### src/sv/iwt_pkg.sv
// Package for the identifier word tokeniser: item kind codes, the emission
// state type and the character class functions. No dependencies.
package iwt_pkg;

  // Kind of an input transaction.
  localparam logic KIND_DATA = 1'b0;
  localparam logic KIND_EOF  = 1'b1;

  // Emission sequencer states.
  typedef enum logic [1:0] {
    ST_IDLE,
    ST_READ,
    ST_LOAD
  } iwt_state_e;

  function automatic logic is_alpha(input logic [7:0] b);
    is_alpha = ((b >= 8'd65) && (b <= 8'd90)) || ((b >= 8'd97) && (b <= 8'd122));
  endfunction

  function automatic logic is_digit(input logic [7:0] b);
    is_digit = (b >= 8'd48) && (b <= 8'd57);
  endfunction

endpackage

### src/sv/identifier_word_tokenizer_top.sv
// Top level of the identifier word tokeniser: splits a byte stream into words.
// Depends on iwt_pkg and on the generic RAM iwt_ram.
//
//   Channel  | Direction | Handshake               | Payload
//   ---------+-----------+-------------------------+----------------------------
//   input    | in        | in_valid_i / in_stall_o | kind_i, data_byte_i
//   output   | out       | out_valid_o/ out_stall_i| word_char_o, word_last_o
//
// A byte transaction that emits no word is taken while the sequencer is idle,
// and the next may follow straight away. A transaction that sends out a word
// holds the input stalled while each character passes a RAM read state and
// a load state that moves the read data into the output register, set by
// the single read port of the word buffer and the one-deep output register.
// A stall on the output side simply extends the load state of that character.
// Reset clears the length counter, the sequencer and the output valid flag;
// the word buffer needs no clearing because only characters written for the
// current word are ever read back.
module identifier_word_tokenizer_top import iwt_pkg::*; #(
  parameter int WORD_MAX = 32
) (
  input  logic       clk_i,
  input  logic       rst_ni,
  input  logic       in_valid_i,
  output logic       in_stall_o,
  input  logic       kind_i,
  input  logic [7:0] data_byte_i,
  output logic       out_valid_o,
  input  logic       out_stall_i,
  output logic [7:0] word_char_o,
  output logic       word_last_o
);

  localparam int AW = $clog2(WORD_MAX);
  localparam int LW = $clog2(WORD_MAX + 1);
  localparam logic [LW-1:0] LenMax = LW'(WORD_MAX);
  localparam logic [LW-1:0] LenOne = LW'(1);

  iwt_state_e state_q, state_d;

  // Length of the word being collected; it saturates at WORD_MAX once the
  // word has been emitted early or was too long.
  logic [LW-1:0] len_q, len_d;
  // Number of characters of the word being emitted and the read index.
  logic [LW-1:0] emit_len_q, emit_len_d;
  logic [AW-1:0] idx_q, idx_d;

  logic       out_valid_q, out_valid_d;
  logic [7:0] out_char_q, out_char_d;
  logic       out_last_q, out_last_d;

  logic          in_accept;
  logic          alpha, alnum, word_end;
  logic          emit_start;
  logic          ram_we;
  logic [AW-1:0] ram_waddr;
  logic          ram_re;
  logic [7:0]    ram_rdata;
  logic          out_free;
  logic          load_out;
  logic          idx_last;

  assign alpha     = is_alpha(data_byte_i);
  assign alnum     = alpha || is_digit(data_byte_i);
  assign in_accept = in_valid_i && !in_stall_o;
  assign out_free  = !out_valid_q || !out_stall_i;
  assign idx_last  = (LW'(idx_q) == (emit_len_q - LenOne));

  // A word is closed by end of file or by any byte that is not a letter or
  // digit while a word is open.
  assign word_end = (kind_i == KIND_EOF) || ((len_q != '0) && !alnum);

  // Per-transaction update of the length counter and the buffer write.
  always_comb begin
    len_d      = len_q;
    emit_len_d = emit_len_q;
    emit_start = 1'b0;
    ram_we     = 1'b0;
    ram_waddr  = '0;
    if (in_accept) begin
      if (word_end) begin
        // Only words of two or more characters not yet emitted go out.
        if ((len_q > LenOne) && (len_q < LenMax)) begin
          emit_start = 1'b1;
          emit_len_d = len_q;
        end
        len_d = '0;
      end else if (len_q == '0) begin
        if (alpha) begin
          ram_we = 1'b1;
          len_d  = LenOne;
        end
      end else if (len_q < LenMax) begin
        ram_we    = 1'b1;
        ram_waddr = len_q[AW-1:0];
        // On the last storable character the word goes out truncated; the
        // character just written is not part of it.
        if ((len_q + LenOne) == LenMax) begin
          emit_start = 1'b1;
          emit_len_d = len_q;
        end
        len_d = len_q + LenOne;
      end
    end
  end

  // Next state of the emission sequencer.
  always_comb begin
    state_d = state_q;
    case (state_q)
      ST_IDLE: begin
        if (emit_start) begin
          state_d = ST_READ;
        end
      end
      ST_READ: begin
        state_d = ST_LOAD;
      end
      ST_LOAD: begin
        if (out_free) begin
          state_d = idx_last ? ST_IDLE : ST_READ;
        end
      end
      default: begin
        state_d = ST_IDLE;
      end
    endcase
  end

  // Sequencer outputs.
  always_comb begin
    in_stall_o = 1'b1;
    ram_re     = 1'b0;
    load_out   = 1'b0;
    case (state_q)
      ST_IDLE: begin
        in_stall_o = 1'b0;
      end
      ST_READ: begin
        ram_re = 1'b1;
      end
      ST_LOAD: begin
        load_out = out_free;
      end
      default: begin
        in_stall_o = 1'b1;
      end
    endcase
  end

  // Read index and output register.
  always_comb begin
    idx_d       = idx_q;
    out_valid_d = out_valid_q && out_stall_i;
    out_char_d  = out_char_q;
    out_last_d  = out_last_q;
    if (emit_start) begin
      idx_d = '0;
    end
    if (load_out) begin
      out_valid_d = 1'b1;
      out_char_d  = ram_rdata;
      out_last_d  = idx_last;
      if (!idx_last) begin
        idx_d = idx_q + AW'(1);
      end
    end
  end

  always_ff @(posedge clk_i or negedge rst_ni) begin
    if (!rst_ni) begin
      state_q     <= ST_IDLE;
      len_q       <= '0;
      out_valid_q <= 1'b0;
    end else begin
      state_q     <= state_d;
      len_q       <= len_d;
      out_valid_q <= out_valid_d;
    end
  end

  always_ff @(posedge clk_i) begin
    emit_len_q <= emit_len_d;
    idx_q      <= idx_d;
    out_char_q <= out_char_d;
    out_last_q <= out_last_d;
  end

  iwt_ram #(
    .WIDTH(8),
    .DEPTH(WORD_MAX)
  ) u_word_buffer (
    .clk_i  (clk_i),
    .we_i   (ram_we),
    .waddr_i(ram_waddr),
    .wdata_i(data_byte_i),
    .re_i   (ram_re),
    .raddr_i(idx_q),
    .rdata_o(ram_rdata)
  );

  assign out_valid_o = out_valid_q;
  assign word_char_o = out_char_q;
  assign word_last_o = out_last_q;

endmodule

### src/sv/iwt_ram.sv
// Generic single-write, single-read synchronous RAM with a registered read port.
// Stand-alone; no package needed.
module iwt_ram #(
  parameter int WIDTH = 8,
  parameter int DEPTH = 32
) (
  input  logic                     clk_i,
  input  logic                     we_i,
  input  logic [$clog2(DEPTH)-1:0] waddr_i,
  input  logic [WIDTH-1:0]         wdata_i,
  input  logic                     re_i,
  input  logic [$clog2(DEPTH)-1:0] raddr_i,
  output logic [WIDTH-1:0]         rdata_o
);

  logic [WIDTH-1:0] mem_q [DEPTH];
  logic [WIDTH-1:0] rdata_q;

  always_ff @(posedge clk_i) begin
    if (we_i) begin
      mem_q[waddr_i] <= wdata_i;
    end
    if (re_i) begin
      rdata_q <= mem_q[raddr_i];
    end
  end

  assign rdata_o = rdata_q;

endmodule

### config.mk
export PLATFORM = sky130hd
export DESIGN_NAME = identifier_word_tokenizer_top
export DESIGN_NICKNAME = d
export VERILOG_FILES = /design/src/sv/iwt_pkg.sv /design/src/sv/identifier_word_tokenizer_top.sv /design/src/sv/iwt_ram.sv
export SDC_FILE = /design/constraint.sdc
export NUM_CORES = 1
export LEC_CHECK = 0
export ABC_CLOCK_PERIOD_IN_PS = 3800
export BUFFER_PORTS_ARGS = -buffer_cell sky130_fd_sc_hd__buf_4
export CORE_MARGIN = 8
export CORE_UTILIZATION = 25
export CTS_CLUSTER_DIAMETER = 100
export DETAILED_ROUTE_END_ITERATION = 8
export GPL_TIMING_DRIVEN = 0
export MAX_ROUTING_LAYER = met4
export PLACE_DENSITY = 0.39
export SYNTH_ARGS = -nofsm -noshare
export SYNTH_HDL_FRONTEND = slang
export SYNTH_HIERARCHICAL = 1
export SYNTH_SLANG_ARGS = --single-unit
export TNS_END_PERCENT = 20
### constraint.sdc
create_clock -name clk_i -period 3.8 [get_ports clk_i]
set_input_delay 0.57 -clock clk_i [delete_from_list [all_inputs] [get_ports clk_i]]
set_output_delay 0.57 -clock clk_i [all_outputs]
set_load 0.01 [all_outputs]
; ---- Yosys cells after proc, flatten, opt, wreduce, memory -nomap -nowiden
; Memory sizes are Yosys's and may differ from the RTL's. A register that Yosys moved wholly into a read port is not among the register bits.
; Index checks and enable logic that the tools add are counted.
[word_totals]
reg_bits = 29
ramBits = 256
in_bits = 13
wordCells = 88
n_memories = 1
[op_classes]
add_sub_neg = 3
n_lt_le_gt_ge = 8
n_eq_ne = 9
n_mux = 37
reduce_logical = 23
[memory_table]
columns = memory, depth, word_bits, read_ports, rd_clocked_by_memory_dff, wr, line_no
row1 = u_word_buffer.mem_q, 32, 8, 1, 1, 1, iwt_ram.sv:16  ; logic [WIDTH-1:0] mem_q [DEPTH];
[ops]
columns = cell, count
row1 = $mux W6, 9
row2 = $mux W5, 7
row3 = $mux W1, 18
row4 = $ge A8 B7 Y1 const B, 2
row5 = $le A8 B7 Y1 const B, 2
row6 = $ge A8 B6 Y1 const B, 1
row7 = $le A8 B6 Y1 const B, 1
row8 = $logic_and A1 B1 Y1, 7
row9 = $add A6 B1 Y6 const B, 1
row10 = $eq A5 B6 Y1, 1
row11 = $eq A6 B6 Y1 const B, 1
row12 = $gt A6 B1 Y1 const B, 1
row13 = $logic_not A6 Y1, 1
row14 = $lt A6 B6 Y1 const B, 1
row15 = $ne A2 B2 Y1 const B, 3
row16 = $pmux W2 S3, 1
row17 = $reduce_bool A6 Y1, 1
row18 = $sub A6 B1 Y6 const B, 1
row19 = $add A5 B1 Y5 const B, 1
row20 = $reduce_and A5 Y1, 1
row21 = $logic_or A1 B1 Y1, 4
row22 = $mux W2, 2
row23 = $reduce_bool A2 Y1, 2
row24 = $logic_not A1 Y1, 3
row25 = 8 further kinds, 8

; ---- Longest topological paths before layout
; Gate-level depths: netlist (run 1).
[logic_depth]
ltp_word = 12
depth_mapped = 11
mapped_depth_nobuf = 10

; ---- Modules after synthesis
; The synthesis (run 1) kept the hierarchy.
[by_module_without_submodules]
columns = module, instances, cells_each, area_each_um2, seq_area_each_um2
row1 = iwt_ram, 1, 417, 10133.5, 7927.6
row2 = identifier_word_tokenizer_top, 1, 141, 1512.7, 775.7

; ---- Worst setup path before layout (run 1)
; Ideal clock, no wire load.
[synth_path]
kind = in2reg
from = input port data_byte_i[2]
to = memory u_word_buffer.mem_q[19][0], enable pin
setup_ps = 370
t_arrival_ps = 2629
path_slack_ps = 800
cell_stages = 7
cell_sequence = o21a_1 -> or4_1 -> and2_4 -> nand2_1 -> and3_1 -> or3b_2 -> nor2_1
[synth_lines]
columns = element, line_no
row1 = "start, declared", identifier_word_tokenizer_top.sv:26  ; input logic [7:0] data_byte_i,
row2 = $ge A8 B7 Y1 or $le A8 B7 Y1 (tied branches), iwt_pkg.sv:17  ; is_alpha = ((b >= 8'd65) && (b <= 8'd90)) || ((b >= 8'd97) && (b <= 8'd122));
row3 = $logic_and A1 B1 Y1, iwt_pkg.sv:17
row4 = $logic_or A1 B1 Y1, iwt_pkg.sv:17
row5 = $logic_or A1 B1 Y1 (*), identifier_word_tokenizer_top.sv:63  ; assign alnum = alpha || is_digit(data_byte_i);
row6 = $logic_not A1 Y1 (*), identifier_word_tokenizer_top.sv:70  ; assign word_end = (kind_i == KIND_EOF) || ((len_q != '0) && !alnum);
row7 = $logic_and A1 B1 Y1 (*), identifier_word_tokenizer_top.sv:70
row8 = $logic_or A1 B1 Y1 (*), identifier_word_tokenizer_top.sv:70
row9 = $mux W5 (*), identifier_word_tokenizer_top.sv:80  ; if (word_end) begin
row10 = $mux W5 (*), identifier_word_tokenizer_top.sv:79  ; if (in_accept) begin
row11 = named net ram_waddr[4], identifier_word_tokenizer_top.sv:55  ; logic [AW-1:0] ram_waddr;
row12 = "end, declared", iwt_ram.sv:16
; Mark *: on every way through the listed nets, which the timed path passes. The rest lies on a longest branch.

; ---- Worst setup path in the final report (run 1)
[layout_path]
from = register len_q[5]
to = memory u_word_buffer.mem_q[0][0], enable pin
[layout_between]
elab_chain_cells = 7
[layout_rtl]
columns = element, line_no
row1 = "start, declared", identifier_word_tokenizer_top.sv:42  ; logic [LW-1:0] len_q, len_d;
row2 = "start signal, assigned", identifier_word_tokenizer_top.sv:176  ; len_q <= len_d;
row3 = $lt A6 B6 Y1 or $reduce_bool A6 Y1 (tied branches), "identifier_word_tokenizer_top.sv:92, identifier_word_tokenizer_top.sv:70"
row4 = $mux W1 or $logic_and A1 B1 Y1 (tied branches), "identifier_word_tokenizer_top.sv:92, identifier_word_tokenizer_top.sv:70"
row5 = $mux W1 or $logic_or A1 B1 Y1 (tied branches), "identifier_word_tokenizer_top.sv:87, identifier_word_tokenizer_top.sv:70"
row6 = $mux W1 (*), identifier_word_tokenizer_top.sv:80
row7 = $mux W1 (*), identifier_word_tokenizer_top.sv:79
row8 = named net ram_we, identifier_word_tokenizer_top.sv:54  ; logic ram_we;
row9 = $mux W1 (*), iwt_ram.sv:20  ; if (we_i) begin
row10 = $mux W1 (implied by the code) (*), iwt_ram.sv:21  ; mem_q[waddr_i] <= wdata_i;
; Marked as above.

==> results of run 1 <==
[layout by cell type, fill, tap and decap left out, types with 7 or more instances in the layout]
master / instances
edfxtp_1: 279
mux4_2: 80
clkbuf_16: 38
nor2_1: 37
buf_4: 29
clkbuf_1: 15
nand2_1: 9
mux2_2: 9
dfrtp_1: 9
o21ai_0: 8
inv_1: 7
a22o_1: 7
nor2_2: 7
[registers in the layout, summed over array words and instances, names as in the netlist]
| register | cells |
|---|---|
| u_word_buffer/mem_q | 256 |
| u_word_buffer/rdata_o | 8 |
| word_char_o | 8 |
| emit_len_q | 6 |
| len_q | 6 |
| idx_q | 5 |
| state_q | 2 |
| out_valid_o | 1 |
| word_last_o | 1 |
[worst paths after layout]
check / from / to / slack (ns) / cells past startpoint
worst max-delay path: len_q[5] / u_word_buffer/mem_q[0][0] / 0.06 / 6
worst min-delay path: out_stall_i / out_valid_o / 0.31 / 3
worst max register to register: len_q[5] / u_word_buffer/mem_q[0][0] / 0.06 / 6
worst min register to register: u_word_buffer/rdata_o[2] / word_char_o[2] / 0.41 / 0
max in group asynchronous: rst_ni / state_q[0] / 3.21 / 2
min in group asynchronous: rst_ni / out_valid_o / 0.44 / 2
[power by group]
group / internal [W] / total (W) / switching [W]
clock: 0.00196 / 0.00320 / 0.00124
combinational: 0.000937 / 0.00196 / 0.00103
sequential: 0.00364 / 0.00370 / 0.0000574
[cell families after synthesis]
logic type | count (synthesis)
AO/OA/AOI/OAI | 34
XOR/XNOR | 9
adder cells (fa/ha/maj) | 6
buffers and inverters | 28
flip-flops | 293
multiplexers | 89
AND/OR/NAND/NOR | 99
[worst max-delay path: stages (launching register included)]
cell,delay (ns)
dfrtp_1,0.48
nor4b_2,0.68
nor2b_1,0.32
o21a_1,0.29
or3b_2,0.47
clkbuf_1,0.32
nor2_1,0.78
[per-stage QoR]
step / hold slack [ns] / worst slack [ns] / utilization [%] / cell area, sq um / TNS, ns
2_1_floorplan: 0.274 / 0.800 / - / 11600 / 0
4_1_cts: 0.278 / -0.00380 / 29.6 / 13700 / -0.0230
3_5_place_dp: 0.405 / -0.456 / 27.2 / 12600 / -77.34
6_report: 0.310 / 0.0578 / 29.7 / 13700 / 0
3_3_place_gp: 0.408 / -0.359 / 27.2 / 12600 / -49.66
5_1_grt: 0.308 / -0.117 / 29.7 / 13700 / -9.57
[final cells by class]
class / count / area [sq um]
fillers: 4523 / 32500
flip-flops and latches: 293 / 8700
multi-input cells: 237 / 2830
clock buffers: 47 / 995
well taps: 607 / 759
repair buffers: 24 / 183
clock inverters: 12 / 113
plain buffers: 21 / 110
inverters: 7 / 26.3
[routing by layer]
metal / vias up / share of wire [%] / GRT usage (%)
li1: 2427 / - / -
met3: 47 / 4.5 / 2.00
met1: 2963 / 45 / 14.5
met4: 0 / 2.9 / 3.74
met2: 125 / 48 / 17.4
met5: - / 0 / -
[timing repair]
action                     4_1_cts  5_1_grt
resized for setup                3        5
setup endpoints to repair      256      165
hold endpoints to repair         9        0
hold buffers                     1        0
buffers inserted                 0        0
==> results.txt, run 1 <==
* Run status: complete, no violations
- Relative to the synthesized area, the layout overhead comes to 17.8%.
* Post-route fraction of the period consumed by the critical path: 98.5%
* Count leader, synth: edfxtp_1
* Wire length after detailed routing: 28600 microns
* Routability-driven placement congestion ratio: 0.777
* Pre-antenna DRT Iters: 5
- Using the TritonRoute via totals, the vias-per-cell ratio works out to 4.46.
- H-tree level count: 2
- Sort of element at the start of the critical path: flip-flop
- The tree is rooted in a clkbuf_16.
- The core region is 0.0463 sq mm.
* RSZ-0062 raised after global routing: true
* Tot Pwr: 0.00886 W
- During I/O placement, the number of pins put on the boundary was 24.
- Sum of net half-perimeters after detailed placement: 18900 microns
* Width of the chip: 232 microns
- Counting the buffers created by CTS gives 35.
- Clock latency on the worst-skew pair, taken at its later pin, is 0.51 ns.
- For this run, the leading register cell type out of synthesis is edfxtp_1.
* Area share of the leading cell type in the synthesized netlist: 71.9%
- Headroom to the max-slew limit came out at 36.9%.
- Die boundary height: 232 microns
* Vias in the first global route: 6044
- Initial core utilization: 25.2%
- Antenna violations before repair: 2
- Cell leakage power: 4.24 nW
- Class of the most critical hold timing path: in2reg
- Number of placed cells counting well taps: 1188
- Max Buffers Root-to-Sink: 3
- The number of max-slew violations in the final report is 0.
* Largest net degree at the start of global routing: 36
- Antenna cells: 0
- STA puts the critical path data required time at 3.92 ns.
- In this run, synthesis inferred 279 flip-flops with an integrated enable.
- Drc violations: 0
- Share of cell area taken by muxes after synthesis: 16.3%
- In the global route stage, overall resource usage came out at 11.1%.
- Each instance of the synthesized netlist takes up on average 20.9 sq um.
- After clock tree synthesis, the clock-pin slew on the worst setup and hold paths is 0.06 ns.
- The worst-case IR drop observed on VDD is 0.273 mV.
* Post-route minimum period: 3.74 ns
- Final antenna-violating net count: 0
- Cell count after synthesis: 558
* Detailed-route wire length per cell: 22.9 microns
* CP Max Fanout: 8
- Transition time of the tightest slew-check pin: 0.943 ns
* Die Footprint: 0.0537 sq mm
- Synth Area in Simple Gates: 4.34%
- For the worst setup path, the data arrival time is 3.86 ns.
- Crit. End Element: flip-flop
- The critical path is of the reg2reg type.
- After synthesis, the largest family of logic cells by area is multiplexers.
* Violation count after the first detailed-route iteration: 340
* First-pass GRT wire length: 42500 microns
* Number of clock sinks: 293
- Max-cap violations in this run came to 0.
- The post-route netlist has 28.9% of its cells at a drive strength greater than 1.
- Register bit total from synthesis: 293
* Fin cells: 1248
- Number of different library cells in the post-synthesis netlist: 44
- Number of hold-slack violations in the final timing report: 0
* Top achievable clock speed: 0.267 GHz
* Count of endpoints failing setup in the final report: 0
* Overall via count from detail_route: 5562
- Total standard cell area after synthesis: 0.0116 sq mm
- Proportion of synthesized chip area in sequential cells: 74.7%
- During synthesis, Yosys emitted a total of 6 warnings.
- The net count of the finished layout is 638.
* Total of buffers placed on input and output ports: 23
- CTS tree: done
- Global routing finished with a remaining overflow of 0.
* Library cell occupying the most area in the post-synthesis netlist: edfxtp_1
* Synth async-reset ratio: 3.07%
* Share of synthesized cell area in full adder, half adder and majority cells: 0.645%
- Setup Skew: 0.0160 ns
* # rows: 79
- Dominant cells by area after synthesis: edfxtp_1 (72%), mux4_2 (15%), dfrtp_1 (1.9%)
- When the netlist entered floorplanning its net count stood at 577.
* Synthesized-area fraction occupied by xor and xnor cells: 0.677%
- Most instantiated cells after synthesis: edfxtp_1 (279), mux4_2 (80), nor2_1 (44)
- In this run the power density over the cells is 646 mW/mm^2.
* Synthesized-area fraction occupied by ao, oa, aoi and oai cells: 2.09%
Note: power is estimated with default switching activity, not from simulation.
==> run 2, diff against run 1 <==
Settings changed: CORE_MARGIN 8 to not set.
==> run 2 against run 1 <==
  * Power decreased by 3.7%
  * Setup slack better by 0.018 ns
  * Clock power is 10% lower
  * Critical path depth is the same
  * Cell count shrank 0.64%
  * Worst hold slack worse by 0.071 ns
  * Via count is 0.34% higher
  * Die area shrank 12%
  * Critical endpoint unchanged
  * First-iteration DRC count increased by 21%
  * Largest cell class unchanged
  * Utilization up 0.062 points
==> results.txt, run 2 (same netlist as run 1, synthesis figures left out) <==
- Pre-CTS setup slack: -0.376 ns
* Crit. End Element: flip-flop
* Post-route fraction of the period consumed by the critical path: 98.0%
* Setup Skew: 0.0217 ns
- Based on the critical path, the design can be clocked at up to 0.269 GHz.
- STA classifies the critical path startpoint as a flip-flop.
- Antenna violations before repair: 0
* Later-pin clock latency in the skew report: 0.58 ns
- No sink is reached through more buffers than the 3 on the longest clock path.
* Setup WS post-layout: 0.0761 ns
- The detail route stage leaves a number of antenna-violating nets equal to 0.
- For this design the static power due to leakage is 4.17 nW.
- Ratio of cells with drive above 1 in the final layout: 27.9%
* Tot GR Track Use: 12.4%
- From synthesis to final layout, the design area changed by 16.6%.
- The number of hold violations in the final report is 0.
- H-tree level count: 1
* Final max-slew violation count: 0
- In the final design database the tool counted 634 nets.
- Summed over all layers, the routed wires come to 28000 microns.
- Number of buffers inserted during clock tree synthesis: 31
- The register with the most flip-flops in the layout has 256 of them.
- Total of buffers placed on input and output ports: 23
- The first global-routing pass estimated 40900 microns of wire.
* CP Max Fanout: 8
- After the first detailed-routing iteration, the DRC count stood at 410.
* Width of the chip: 218 microns
* Buffer cell driving the clock tree root: clkbuf_16
* Largest net degree at the start of global routing: 36
- Worst slew margin relative to its limit: 36.1%
* Total core area: 0.0457 sq mm
- Routability-driven placement finished with a final weighted congestion of 0.750.
* Via-to-Cell Ratio: 4.50
* Count of endpoints failing setup in the final report: 0
* Post-Route Hold Slack: 0.239 ns
- For the pin with the worst max-slew slack, the measured transition is 0.956 ns.
- Drc violations: 0
- STA puts the critical path data required time at 3.98 ns.
- Largest register by flop count: u_word_buffer/mem_q
- Leaving out fill and tap cells, the most frequent cells in the layout are edfxtp_1 (279), mux4_2 (80), nor2_1 (39), clkbuf_16 (31), buf_4 (29).
- Number of maximum-capacitance constraint violations: 0
- Die boundary height: 218 microns
* Detailed-route wire length per cell: 22.5 microns
- VDD IR max: 0.328 mV
- The number of global-route vias before repair is 5841.
- TritonCTS built the clock tree.
- The run finished with clean final reports.
* Initial core utilization: 25.5%
- By startpoint and endpoint, the worst setup path is classified as reg2reg.
* Aggregate global routing overflow: 0
* Post-route minimum period: 3.72 ns
- Sum of net half-perimeters after detailed placement: 18500 microns
- Before antenna repair, the detailed router went through 4 iterations.
* RSZ-0062 raised after global routing: true
- # rows: 78
- Ports placed on the boundary: 24
- Clock-pin slew was measured on the worst setup and hold paths at 0.06 ns.
- The die covers 0.0475 sq mm.
- Class of the most critical hold timing path: in2reg
- The detailed router placed 5581 vias in this run.
- At the worst endpoint, the arrival time is 3.91 ns.
- Power Density: 629 mW/mm^2
* Commonest non-fill, non-tap cell in the layout: edfxtp_1
- The clock drives 293 sinks.
-- run 2: per-stage QoR --
step	cell area (sq um)	std cells	utilization, %	power (W)	TNS [ns]
5_1_grt	13600	1239	29.7	0.00888	-6.61
3_3_place_gp	12600	1181	27.5	0.00576	-44.01
6_report	13600	1240	29.7	0.00853	0
2_1_floorplan	11600	558	-	0.00507	0
4_1_cts	13600	1239	29.7	0.00870	0
3_5_place_dp	12600	1181	27.5	0.00577	-65.80
-- run 2: final timing paths --
check	startpoint	to	slack [ns]	cells after the start
setup reg to reg	len_q[5]	u_word_buffer/mem_q[0][0]	0.08	6
setup / recovery	len_q[5]	u_word_buffer/mem_q[0][0]	0.08	6
hold / removal	out_stall_i	out_valid_o	0.24	3
min in group asynchronous	rst_ni	state_q[0]	0.38	2
max in group asynchronous	rst_ni	len_q[2]	3.27	2
hold reg to reg	u_word_buffer/rdata_o[5]	word_char_o[5]	0.42	0
-- run 2: routing by layer --
metal	share of wire, %	GRT usage [%]	wire, microns	up-vias
li1	-	-	-	2424
met4	1.7	3.31	464	0
met2	50	20.2	13900	145
met1	43	15.9	11900	2982
met5	0	-	0	-
met3	6.0	2.22	1660	30
-- run 2: cell type report --
type                    count  area [sq um]
repair buffers             24           183
diodes                      1          2.50
well taps                 600           751
clock buffers              42           827
clock inverters            15           146
multi-input cells         237          2830
inverters                   7          26.3
fillers                  4422         32100
flip-flops and latches    293          8700
plain buffers              21           110
-- run 2: report_power, final --
group          switching, W  internal [W]
Combinational       0.00102      0.000937
Clock               0.00121       0.00167
Sequential        0.0000561       0.00364
-- run 2: timing repair --
| item | in CTS | in global routing |
|---|---|---|
| hold buffers | 1 | 0 |
| hold endpoints to repair | 9 | 0 |
| setup endpoints to repair | 256 | 130 |
| buffers inserted | 0 | 0 |
| gates resized for setup | 1 | 5 |
-- run 2: critical path, stage by stage (launching register included) --
cell      delay, ns
dfrtp_1        0.49
nor4b_2        0.66
nor2b_1        0.32
o21a_1         0.28
or3b_2         0.46
clkbuf_1       0.30
nor2_1         0.82
